### src/rtl/aesbe_pkg.sv
// ----------------------------------------------------------------------------
// AES-128 encryption package
// Shared types, S-box table and GF(2^8) helpers for the byte-serial core.
// ----------------------------------------------------------------------------
package aesbe_pkg;

    localparam int unsigned ROUNDS = 10;

    // Configuration register indexes
    localparam logic CFG_KEY_HIGH = 1'b0;
    localparam logic CFG_KEY_LOW  = 1'b1;

    localparam logic [7:0] SBOX [256] = '{
        8'h63,8'h7c,8'h77,8'h7b,8'hf2,8'h6b,8'h6f,8'hc5,8'h30,8'h01,8'h67,8'h2b,8'hfe,8'hd7,8'hab,8'h76,
        8'hca,8'h82,8'hc9,8'h7d,8'hfa,8'h59,8'h47,8'hf0,8'had,8'hd4,8'ha2,8'haf,8'h9c,8'ha4,8'h72,8'hc0,
        8'hb7,8'hfd,8'h93,8'h26,8'h36,8'h3f,8'hf7,8'hcc,8'h34,8'ha5,8'he5,8'hf1,8'h71,8'hd8,8'h31,8'h15,
        8'h04,8'hc7,8'h23,8'hc3,8'h18,8'h96,8'h05,8'h9a,8'h07,8'h12,8'h80,8'he2,8'heb,8'h27,8'hb2,8'h75,
        8'h09,8'h83,8'h2c,8'h1a,8'h1b,8'h6e,8'h5a,8'ha0,8'h52,8'h3b,8'hd6,8'hb3,8'h29,8'he3,8'h2f,8'h84,
        8'h53,8'hd1,8'h00,8'hed,8'h20,8'hfc,8'hb1,8'h5b,8'h6a,8'hcb,8'hbe,8'h39,8'h4a,8'h4c,8'h58,8'hcf,
        8'hd0,8'hef,8'haa,8'hfb,8'h43,8'h4d,8'h33,8'h85,8'h45,8'hf9,8'h02,8'h7f,8'h50,8'h3c,8'h9f,8'ha8,
        8'h51,8'ha3,8'h40,8'h8f,8'h92,8'h9d,8'h38,8'hf5,8'hbc,8'hb6,8'hda,8'h21,8'h10,8'hff,8'hf3,8'hd2,
        8'hcd,8'h0c,8'h13,8'hec,8'h5f,8'h97,8'h44,8'h17,8'hc4,8'ha7,8'h7e,8'h3d,8'h64,8'h5d,8'h19,8'h73,
        8'h60,8'h81,8'h4f,8'hdc,8'h22,8'h2a,8'h90,8'h88,8'h46,8'hee,8'hb8,8'h14,8'hde,8'h5e,8'h0b,8'hdb,
        8'he0,8'h32,8'h3a,8'h0a,8'h49,8'h06,8'h24,8'h5c,8'hc2,8'hd3,8'hac,8'h62,8'h91,8'h95,8'he4,8'h79,
        8'he7,8'hc8,8'h37,8'h6d,8'h8d,8'hd5,8'h4e,8'ha9,8'h6c,8'h56,8'hf4,8'hea,8'h65,8'h7a,8'hae,8'h08,
        8'hba,8'h78,8'h25,8'h2e,8'h1c,8'ha6,8'hb4,8'hc6,8'he8,8'hdd,8'h74,8'h1f,8'h4b,8'hbd,8'h8b,8'h8a,
        8'h70,8'h3e,8'hb5,8'h66,8'h48,8'h03,8'hf6,8'h0e,8'h61,8'h35,8'h57,8'hb9,8'h86,8'hc1,8'h1d,8'h9e,
        8'he1,8'hf8,8'h98,8'h11,8'h69,8'hd9,8'h8e,8'h94,8'h9b,8'h1e,8'h87,8'he9,8'hce,8'h55,8'h28,8'hdf,
        8'h8c,8'ha1,8'h89,8'h0d,8'hbf,8'he6,8'h42,8'h68,8'h41,8'h99,8'h2d,8'h0f,8'hb0,8'h54,8'hbb,8'h16
    };

    // Control from the sequencer to the data and key paths
    typedef struct packed {
        logic       load;
        logic       sub;
        logic       mix;
        logic       last;
        logic [3:0] cnt;
    } t_ctl;

    function automatic logic [7:0] gf_double(input logic [7:0] x);
        gf_double = {x[6:0], 1'b0} ^ (x[7] ? 8'h1b : 8'h00);
    endfunction

    function automatic logic [31:0] mix_col(input logic [31:0] col);
        logic [7:0] a0, a1, a2, a3, all;
        a0  = col[31:24];
        a1  = col[23:16];
        a2  = col[15:8];
        a3  = col[7:0];
        all = a0 ^ a1 ^ a2 ^ a3;
        mix_col = {a0 ^ all ^ gf_double(a0 ^ a1),
                   a1 ^ all ^ gf_double(a1 ^ a2),
                   a2 ^ all ^ gf_double(a2 ^ a3),
                   a3 ^ all ^ gf_double(a3 ^ a0)};
    endfunction

endpackage

### src/rtl/aesbe_keysched.sv
// ----------------------------------------------------------------------------
// AES-128 round key generator
// Derives each round key on the fly, one S-box byte then one word per cycle.
// ----------------------------------------------------------------------------
module aesbe_keysched import aesbe_pkg::*; (
    input  logic         i_clk,
    input  logic         i_rst_n,
    input  t_ctl         i_ctl,
    input  logic [127:0] i_key,
    output logic [31:0]  o_word
);

    logic [127:0] r_rk;
    logic [31:0]  r_kt;
    logic [7:0]   r_rc;
    logic [31:0]  rot;
    logic [7:0]   kbyte;
    logic [31:0]  nw;

    // RotWord of the last word, picked a byte at a time
    assign rot   = {r_rk[23:0], r_rk[31:24]};
    assign kbyte = rot[8 * (2'd3 - i_ctl.cnt[1:0]) +: 8];
    assign nw    = r_rk[127:96] ^ ((i_ctl.cnt == 4'd0) ? (r_kt ^ {r_rc, 24'h0})
                                                        : r_rk[31:0]);
    assign o_word = nw;

    always_ff @(posedge i_clk) begin
        if (!i_rst_n) begin
            r_rc <= 8'h01;
        end else if (i_ctl.load) begin
            r_rc <= 8'h01;
        end else if (i_ctl.mix && i_ctl.cnt == 4'd3) begin
            r_rc <= gf_double(r_rc);
        end
    end

    always_ff @(posedge i_clk) begin
        if (i_ctl.load) begin
            r_rk <= i_key;
        end else if (i_ctl.mix) begin
            r_rk <= {r_rk[95:0], nw};
        end
        if (i_ctl.sub && i_ctl.cnt < 4'd4) begin
            r_kt <= {r_kt[23:0], SBOX[kbyte]};
        end
    end

endmodule

### src/rtl/aesbe_datapath.sv
// ----------------------------------------------------------------------------
// AES-128 byte-serial state path
// SubBytes and ShiftRows a byte per cycle, MixColumns (not in the last round)
// and key add a column per cycle.
// ----------------------------------------------------------------------------
module aesbe_datapath import aesbe_pkg::*; (
    input  logic         i_clk,
    input  t_ctl         i_ctl,
    input  logic [127:0] i_block,
    input  logic [127:0] i_key,
    input  logic [31:0]  i_word,
    output logic [127:0] o_state
);

    logic [15:0][7:0] r_st;
    logic [127:0]     r_tmp;
    logic [1:0]       col_src;
    logic [3:0]       src;
    logic [31:0]      col;
    logic [31:0]      mc;

    // ShiftRows: byte (c,r) comes from column c+r of row r
    assign col_src = i_ctl.cnt[3:2] + i_ctl.cnt[1:0];
    assign src     = {col_src, i_ctl.cnt[1:0]};
    assign col     = r_tmp[127:96];
    assign mc      = i_ctl.last ? col : mix_col(col);
    assign o_state = r_st;

    always_ff @(posedge i_clk) begin
        if (i_ctl.load) begin
            r_st <= i_block ^ i_key;
        end else if (i_ctl.mix) begin
            r_st <= {r_st[11:0], mc ^ i_word};
        end
        if (i_ctl.sub) begin
            r_tmp <= {r_tmp[119:0], SBOX[r_st[4'd15 - src]]};
        end else if (i_ctl.mix) begin
            r_tmp <= {r_tmp[95:0], 32'h0};
        end
    end

endmodule

### src/rtl/aes128_block_encrypt.sv
// Flow: after the accepting edge, each of the 10 rounds feeds the 16 state bytes
// through one S-box and then handles the 4 columns; then one unload moves the result.
// No new item is accepted until that unload has returned the sequencer to idle.
// Reset (synchronous, active low) clears both key registers to zero, the
// sequencer and the output valid.
// ----------------------------------------------------------------------------
// AES-128 block encryption, top level
// Sequencer, key registers and output register around the byte-serial core.
// ----------------------------------------------------------------------------
module aes128_block_encrypt import aesbe_pkg::*; (
    input  logic        i_clk,
    input  logic        i_rst_n,
    input  logic        i_in_valid,
    output logic        o_in_stall,
    input  logic [63:0] i_block_high,
    input  logic [63:0] i_block_low,
    output logic        o_out_valid,
    input  logic        i_out_stall,
    output logic [63:0] o_cipher_high,
    output logic [63:0] o_cipher_low,
    input  logic        i_cfg_we,
    input  logic        i_cfg_index,
    input  logic [63:0] i_cfg_data
);

    typedef enum logic [1:0] {S_IDLE, S_SUB, S_MIX, S_DONE} t_state;

    t_state       r_state;
    logic [3:0]   r_cnt;
    logic [3:0]   r_round;
    logic [63:0]  r_key_high;
    logic [63:0]  r_key_low;
    logic         r_ov;
    logic [63:0]  r_out_high;
    logic [63:0]  r_out_low;
    logic         accept;
    logic         unload;
    t_ctl         ctl;
    logic [31:0]  word;
    logic [127:0] state_q;

    assign o_in_stall    = (r_state != S_IDLE);
    assign accept        = i_in_valid && !o_in_stall;
    // Finished state moves out once the output register is free
    assign unload        = (r_state == S_DONE) && (!r_ov || !i_out_stall);
    assign o_out_valid   = r_ov;
    assign o_cipher_high = r_out_high;
    assign o_cipher_low  = r_out_low;

    assign ctl.load = accept;
    assign ctl.sub  = (r_state == S_SUB);
    assign ctl.mix  = (r_state == S_MIX);
    assign ctl.last = (r_round == 4'(ROUNDS));
    assign ctl.cnt  = r_cnt;

    // Key registers: the user must write them only while idle; the block itself does not enforce it
    always_ff @(posedge i_clk) begin
        if (!i_rst_n) begin
            r_key_high <= 64'h0;
            r_key_low  <= 64'h0;
        end else if (i_cfg_we) begin
            case (i_cfg_index)
                CFG_KEY_HIGH: r_key_high <= i_cfg_data;
                CFG_KEY_LOW:  r_key_low  <= i_cfg_data;
                default:      ;
            endcase
        end
    end

    // Sequencer: per round, the 16 state bytes through S_SUB, then the 4 columns through S_MIX
    always_ff @(posedge i_clk) begin
        if (!i_rst_n) begin
            r_state <= S_IDLE;
            r_cnt   <= 4'd0;
            r_round <= 4'd1;
            r_ov    <= 1'b0;
        end else begin
            if (r_ov && !i_out_stall) begin
                r_ov <= 1'b0;
            end
            case (r_state)
                S_IDLE: begin
                    if (accept) begin
                        r_state <= S_SUB;
                        r_cnt   <= 4'd0;
                        r_round <= 4'd1;
                    end
                end
                S_SUB: begin
                    r_cnt <= r_cnt + 4'd1;
                    if (r_cnt == 4'd15) begin
                        r_state <= S_MIX;
                    end
                end
                S_MIX: begin
                    if (r_cnt == 4'd3) begin
                        r_cnt <= 4'd0;
                        if (ctl.last) begin
                            r_state <= S_DONE;
                        end else begin
                            r_round <= r_round + 4'd1;
                            r_state <= S_SUB;
                        end
                    end else begin
                        r_cnt <= r_cnt + 4'd1;
                    end
                end
                S_DONE: begin
                    if (unload) begin
                        r_ov    <= 1'b1;
                        r_state <= S_IDLE;
                    end
                end
                default: r_state <= S_IDLE;
            endcase
        end
    end

    // Hold the result until the item is taken
    always_ff @(posedge i_clk) begin
        if (unload) begin
            r_out_high <= state_q[127:64];
            r_out_low  <= state_q[63:0];
        end
    end

    aesbe_keysched u_key (
        .i_clk   (i_clk),
        .i_rst_n (i_rst_n),
        .i_ctl   (ctl),
        .i_key   ({r_key_high, r_key_low}),
        .o_word  (word)
    );

    aesbe_datapath u_dp (
        .i_clk   (i_clk),
        .i_ctl   (ctl),
        .i_block ({i_block_high, i_block_low}),
        .i_key   ({r_key_high, r_key_low}),
        .i_word  (word),
        .o_state (state_q)
    );

endmodule

### config.mk
export PLATFORM = sky130hd
export DESIGN_NAME = aes128_block_encrypt
export DESIGN_NICKNAME = d
export VERILOG_FILES = /design/src/rtl/aesbe_pkg.sv /design/src/rtl/aesbe_keysched.sv /design/src/rtl/aesbe_datapath.sv /design/src/rtl/aes128_block_encrypt.sv
export SDC_FILE = /design/constraint.sdc
export NUM_CORES = 2
export LEC_CHECK = 0
export BUFFER_PORTS_ARGS = -buffer_cell sky130_fd_sc_hd__buf_2
export CELL_PAD_IN_SITES_DETAIL_PLACEMENT = 1
export CELL_PAD_IN_SITES_GLOBAL_PLACEMENT = 1
export CORE_MARGIN = 4
export CORE_UTILIZATION = 47
export DETAILED_ROUTE_END_ITERATION = 8
export PLACE_DENSITY_LB_ADDON = 0.25
export SYNTH_ARGS = -nofsm -noshare
export SYNTH_HDL_FRONTEND = slang
export SYNTH_SLANG_ARGS = --single-unit
### constraint.sdc
create_clock -name i_clk -period 9.85 [get_ports i_clk]
set_input_delay 1.97 -clock i_clk [delete_from_list [all_inputs] [get_ports i_clk]]
set_output_delay 1.97 -clock i_clk [all_outputs]
set_load 0.005 [all_outputs]
## After elaboration in Yosys (flattened, before gate mapping)

Memories as Yosys holds them, arrays and structs flattened. A register that Yosys moved wholly into a read port is not among the register bits.
Index checks and enable logic that the tools add are counted.

- Div/mod/pow operators: 0
- Magnitude comparators: 4
- Mux-type cells: 35
- Add/sub/neg operators: 5
- $mul: 0
- Shifts and indexed selects: 1
- Reductions and logical operators: 22
- Bitwise logic cells: 27
- Equal/unequal tests: 11

Operator list:

| cell | number |
|---|---|
| $mux W128 | 6 |
| $xor A8 B8 Y8 | 19 |
| $xor A128 B128 Y128 | 1 |
| $xor A32 B32 Y32 | 3 |
| $mux W32 | 2 |
| $mux W8 | 5 |
| $shiftx A32 B33 Y8 | 1 |
| $bmux W8 S4 | 1 |
| $mux W5 | 5 |
| $mux W4 | 5 |
| $ge A9 B9 Y1 const B | 2 |
| $not A8 Y9 | 2 |
| $pmux W4 S3 | 1 |
| $mux W2 | 5 |
| $ne A2 B2 Y1 const B | 5 |
| $add A4 B1 Y4 const B | 2 |
| $eq A4 B4 Y1 const B | 2 |
| $pmux W2 S4 | 1 |
| $pmux W4 S2 | 1 |
| $reduce_and A4 Y1 | 2 |
| $reduce_bool A2 Y1 | 4 |
| $reduce_and A2 Y1 | 3 |
| $logic_and A1 B1 Y1 | 5 |
| $lt A4 B5 Y1 const B | 1 |
| 15 further kinds | 21 |

- Latch bits: 0
- Bits in writable memories: 0
- Logic and storage cells: 135
- Output and inout port bits: 130
- Flip-flop bits (word level): 691
- Bits in read-only memories: 4096
- Input bits: 198
- Memories: 2

Memories:

| memory | depth | width | rd ports | clocked after Yosys merged registers in | write ports | RTL line | RTL |
|---|---|---|---|---|---|---|---|
| (no name shown) | 256 | 8 | 1 | 1 | 0 | aesbe_keysched.sv:44 | `r_kt <= {r_kt[23:0], SBOX[kbyte]};` |
| (no name shown) | 256 | 8 | 1 | 0 | 0 | aesbe_datapath.sv:36 | `r_tmp <= {r_tmp[119:0], SBOX[r_st[4'd15 - src]]};` |

## Logic depth before layout (Yosys ltp)

- Depth after elaboration: 9
- Gate-level depth with buffers: 17
- Gate-level depth less buffers: 14

## Modules after synthesis

From an unflattened synthesis, not the netlist that was laid out.

- Cell total of the unflattened synthesis: 3382
- Area total of the unflattened synthesis: 37210.7 um^2

Modules (own cells, without submodules):

| module | area each (um^2) | times used | cells an instance | seq. area each (um^2) |
|---|---|---|---|---|
| aesbe_datapath | 17377.9 | 1 | 1626 | 7687.4 |
| aesbe_keysched | 10934.2 | 1 | 990 | 4964.8 |
| aes128_block_encrypt | 8898.5 | 1 | 766 | 6626.4 |

## Worst setup path after synthesis

No wires, ideal clock.

- Kind: input to register
- From: input port i_in_valid
- To: register u_dp.r_st, in the netlist u_dp.o_state[0] (enable)
- Buffers on the path: 3
- Data required time: 9.186 ns
- Stages on the path: 5
- Setup slack: 0.719 ns
- Data arrival time: 8.467 ns
- Library setup time: 0.664 ns
- Path through: nand2_1 -> clkbuf_1 -> clkbuf_1 -> clkbuf_1 -> nand2b_1

- Word-level cells in the longest chain between the ends: 2

Ends and longest elaborated chain:

| element | RTL line | RTL |
|---|---|---|
| start: declaration | aes128_block_encrypt.sv:13 | `input logic i_in_valid,` |
| $logic_and A1 B1 Y1 | aes128_block_encrypt.sv:43 | `assign accept = i_in_valid && !o_in_stall;` |
| $reduce_bool A2 Y1 (no source line) | - |  |
| end signal: assignment | aesbe_datapath.sv:31 | `r_st <= i_block ^ i_key;` |
| end signal: assignment | aesbe_datapath.sv:33 | `r_st <= {r_st[11:0], mc ^ i_word};` |
| end: declaration | aesbe_datapath.sv:15 | `logic [15:0][7:0] r_st;` |

No other way between the ends.
A chain may end at the register's enable or synchronous reset.

## Worst setup path after layout

- From: register r_cnt[0]
- To: register u_dp.r_tmp[7] (data pin)

- Word-level cells in the longest chain between the ends: 9

Ends and longest elaborated chain:

| element | RTL line | RTL |
|---|---|---|
| start: declaration | aes128_block_encrypt.sv:29 | `logic [3:0] r_cnt;` |
| start signal: assignment | aes128_block_encrypt.sv:90 | `r_cnt <= r_cnt + 4'd1;` |
| start signal: assignment | aes128_block_encrypt.sv:105 | `r_cnt <= r_cnt + 4'd1;` |
| $add A2 B2 Y2 | aesbe_datapath.sv:23 | `assign col_src = i_ctl.cnt[3:2] + i_ctl.cnt[1:0];` |
| $sub A4 B4 Y4 (*) | aesbe_datapath.sv:36 |  |
| $bmux W8 S4 (*) | aesbe_datapath.sv:36 |  |
| $mux W8 (implied by the code) (*) | aesbe_datapath.sv:36 |  |
| $not A8 Y9 (implied by the code) (*) | aesbe_datapath.sv:36 |  |
| $mem_v2 Z256 W8 (*) | - |  |
| $mux W8 (implied by the code) (*) (2 in a row) | aesbe_datapath.sv:36 |  |
| $mux W128 (*) | aesbe_datapath.sv:35 | `if (i_ctl.sub) begin` |
| end signal: assignment | aesbe_datapath.sv:36 |  |
| end signal: assignment | aesbe_datapath.sv:38 | `r_tmp <= {r_tmp[95:0], 32'h0};` |
| end: declaration | aesbe_datapath.sv:16 | `logic [127:0] r_tmp;` |

Mark *: on every way between the ends. The rest lies on a longest branch, timed or not. The select of a mux whose other input is x is not followed.

==> results.py <==
metrics = {
    "routing": {
        "detailedRoute.firstIterationViolations": 4624,
        "route.met3.wl_mm": 16.9,
        "wl_met1_mm": 62.2,
        "dr.max_layer_used": "met5",
        "via_per_inst": 6.49,
        "drt_pre_antenna_iters": 8,
        "dr_wl_met2_mm": 70.4,
        "postRouteAntennaNets": 0,
        "route.detailed.drc": 0,
        "routed_wirelength_mm": 159,
        "avgRoutedWirePerCell_um": 31.9,
        "vias": 32388,
    },
    "placed_design": {
        "detailedPlace.worstSlack_ns": 3.94,
        "portBuffers": 327,
        "hpwl_mm": 113,
        "postPlaceCellArea_um2": 39300,
        "gp_congestion": 1.00,
    },
    "yosys": {
        "synth_area_per_cell_um2": 9.98,
        "postSynthRegisterBits": 691,
        "synth-edff-count": 544,
        "postSynth.topFlopCell": "edfxtp_1",
        "postSynth.asyncResetShare_pct": 0,
        "synth.net_count": 3931,
        "syn-cell-area_um2": 36900,
        "netlist_instances": 3695,
        "yosysSeqAreaShare_pct": 52.3,
        "synthesis.yosys.warnings": 0,
        "synth_cell_types": 85,
    },
    "worst_setup_path": {
        "regToRegEndpoint": "u_dp.r_tmp[7]$_SDFFCE_PN0P_",
        "crit_required_ns": 10.26,
        "r2r_slack_ns": 3.65,
        "cpMostUsedCell": "a21oi_1",
        "crit_type": "flop to flop",
        "timing.rr.start": "r_cnt[0]$_SDFFE_PN0P_",
        "critPathArrivalTime_ns": 6.60,
        "cpPeakStageDelay_ns": 0.77,
        "timing.critical_path.slowest_stage_cell": "buf_4",
        "critical_path.startpoint": "r_cnt[0]$_SDFFE_PN0P_",
        "ff2ff_path_depth": 13,
        "crit_chain": "buf_4, mux4_2, nor3_1, a311oi_1, nand3_1, inv_2, ha_1, a21oi_1, o21ai_0, a21oi_1, a211oi_1, nor4b_1, o2bb2a_2",
        "worstSetupEndpoint": "u_dp.r_tmp[7]$_SDFFCE_PN0P_",
        "cp-start-kind": "flop",
        "critical_path_end_type": "flop",
        "crit_path_max_fanout": 58,
    },
    "timing": {
        "min_period_over_period_pct": 62.9,
        "fin_crit_ns": 6.20,
        "report.final.hold_viol_count": 0,
        "maxSlewHeadroom_pct": 21.3,
        "fmax_mhz": 161,
        "final_critical_path_setup_slack_ns": 3.65,
        "final_skew_ns": 0.0416,
        "final.setup.tns_ns": 0,
        "final-setup-viol-count": 0,
        "max_slew.worst_pin.slew_ns": 1.18,
        "timing.final.max_slew_violations": 0,
        "unrepaired_setup_endpoints_after_global_routing": "false",
    },
    "grt": {
        "antenna_found_initial": 17,
        "grt_max_degree": 120,
        "first_global_vias": 32070,
        "grt_pass1_wl_mm": 226,
        "global_route.overflow_total": 0,
        "global_route.usage.total_pct": 37.3,
    },
    "cts": {
        "cts_made_buffers": 76,
        "cts_resized": 0,
        "cts_hold_buffers": 0,
        "cts_setup_buffers": 0,
        "tritoncts": "yes",
        "cts_root_buf": "clkbuf_16",
        "clk_transition_reported_paths_ns": 0.07,
        "h-tree-depth": 3,
        "clkSinkCount": 691,
        "clockBufferDepth": 3,
        "clk_lat_worst_skew_ns": 0.65,
    },
    "floorplan": {
        "core_area_um2": 77600,
        "height_of_the_die_um": 288,
        "floorplan.initialDensity_pct": 47.5,
        "std_cell_rows": 102,
        "die_area_um2": 83000,
        "die-width_um": 288,
        "number_of_i_o_pins": 328,
    },
    "cells_and_area": {
        "layout_cell_share_with_drive_strength_beyond_1_pct": 17.0,
        "area.sequential_um2": 19300,
        "area_delta_synth_final_pct": 13.7,
        "num-nets-final": 4121,
        "final.fill_count": 8608,
        "design_area_um2": 41900,
        "multi_input_area_um2": 16600,
    },
    "run_status": {
        "outcome": "completed",
    },
    "min_path": {
        "min_path_cells": 0,
        "holdCritPathClass": "flop to flop",
    },
    "run": {
        "maxCapViolations": 0,
    },
}
[cell usage in the layout (no fill, tap or decap), types with 50 or more instances in the layout]
| cell | count |
|---|---|
| buf_2 | 327 |
| xnor2_1 | 266 |
| nand3_1 | 52 |
| nor2_1 | 182 |
| dfxtp_1 | 145 |
| mux2_2 | 102 |
| buf_4 | 56 |
| mux2i_1 | 50 |
| o21ai_0 | 255 |
| nand2_1 | 910 |
| a21oi_1 | 243 |
| clkbuf_16 | 77 |
| xor2_1 | 54 |
| edfxtp_1 | 544 |
[worst max-delay path: cells and delay by family, from the launching register on]
kind | cells | cell delay, ns
buffers and inverters | 2 | 1.32
DFF | 1 | 0.34
AOI/OAI and AO/OA | 6 | 2.23
muxes | 1 | 0.43
and+or+nand+nor | 3 | 0.84
adders and majority gates | 1 | 0.76
[cells in the mapped netlist (8+ instances only)]
cell	count	area, um^2
o32ai_1	8	70.1
a221oi_1	24	210
and2_1	35	219
buf_2	28	140
a31oi_1	33	206
o211ai_1	43	323
nor3_1	44	220
o21ai_0	256	1280
a22oi_1	8	60.1
ha_1	38	475
o31ai_1	15	113
nand2b_1	21	131
nor2_1	182	683
and3_1	9	56.3
nand3_1	52	260
o2111ai_1	9	78.8
dfxtp_1	147	2940
a311oi_1	28	245
nor4_1	8	50.1
o311ai_0	20	175
xor2_1	54	473
nand2_1	913	3430
xnor2_1	266	2330
mux2i_1	52	521
a211oi_1	36	270
a21boi_0	16	120
inv_1	18	67.6
buf_1	27	101
nor2b_1	11	68.8
edfxtp_1	544	16300
mux2_2	102	1150
o22ai_1	10	62.6
mux4_2	28	631
a21oi_1	243	1220
clkbuf_1	209	785
a2111oi_0	11	96.3
o221ai_1	17	149
[stage by stage]
stage / std cells / utilization, % / hold slack [ns]
final: 4994 / 54.0 / 0.435
after global routing: 4989 / 54.0 / 0.453
after CTS: 4985 / 54.0 / 0.429
after detailed placement: 4847 / 50.6 / 0.437
after global placement: 4847 / 50.6 / 0.430
after floorplan: 3695 / - / 0.417
[metal layers]
metal | up-vias | global-route usage (%)
li1 | 13649 | -
met1 | 16155 | 50.9
met2 | 2129 | 56.8
met3 | 451 | 7.32
met4 | 4 | 19.2
met5 | - | 0
[cells by family after synthesis]
logic type | after synthesis | share of synthesized area (%)
xor+xnor | 321 | 7.66
fa+ha+maj | 38 | 1.29
buf+inv | 294 | 3.19
simple gates | 1308 | 14.5
mux | 184 | 6.38
flops | 691 | 52.3
compound gates | 859 | 14.7
[registers in the layout (all words and copies together), names as in the netlist, 32 cells and up]
name / cells
u_dp.o_state: 128
u_dp.r_tmp: 128
u_key.r_rk: 128
o_cipher_high: 64
o_cipher_low: 64
r_key_high: 64
r_key_low: 64
u_key.r_kt: 32
[worst min-delay path by stage]
| stage | startpoint | endpoint | slack, ns |
|---|---|---|---|
| final | u_key.r_kt[19]$_DFFE_PP_ | u_key.r_kt[27]$_DFFE_PP_ | 0.44 |
| after global routing | u_key.r_kt[6]$_DFFE_PP_ | u_key.r_kt[14]$_DFFE_PP_ | 0.45 |
| after CTS | u_key.r_kt[19]$_DFFE_PP_ | u_key.r_kt[27]$_DFFE_PP_ | 0.43 |
| after detailed placement | u_key.r_kt[4]$_DFFE_PP_ | u_key.r_kt[12]$_DFFE_PP_ | 0.44 |
| after global placement | u_dp.o_state[127]$_DFFE_PP_ | o_cipher_high[63]$_DFFE_PP_ | 0.43 |
| after floorplan | u_dp.o_state[112]$_DFFE_PP_ | o_cipher_high[48]$_DFFE_PP_ | 0.42 |
[final cells by class]
| type | count | area share [%] |
|---|---|---|
| clock inverter | 39 | 1.34 |
| clock buffer | 99 | 4.91 |
| tap | 1040 | 3.10 |
| timing repair buffer | 383 | 4.90 |
| multi-input combinational | 2710 | 39.5 |
| inverter | 23 | 0.212 |
| antenna | 9 | 0.0537 |
| sequential | 691 | 46.0 |
Power is left out: the tool's default activity adds up to more than one toggle a clock period on the data nets, which glitch-free logic cannot reach.
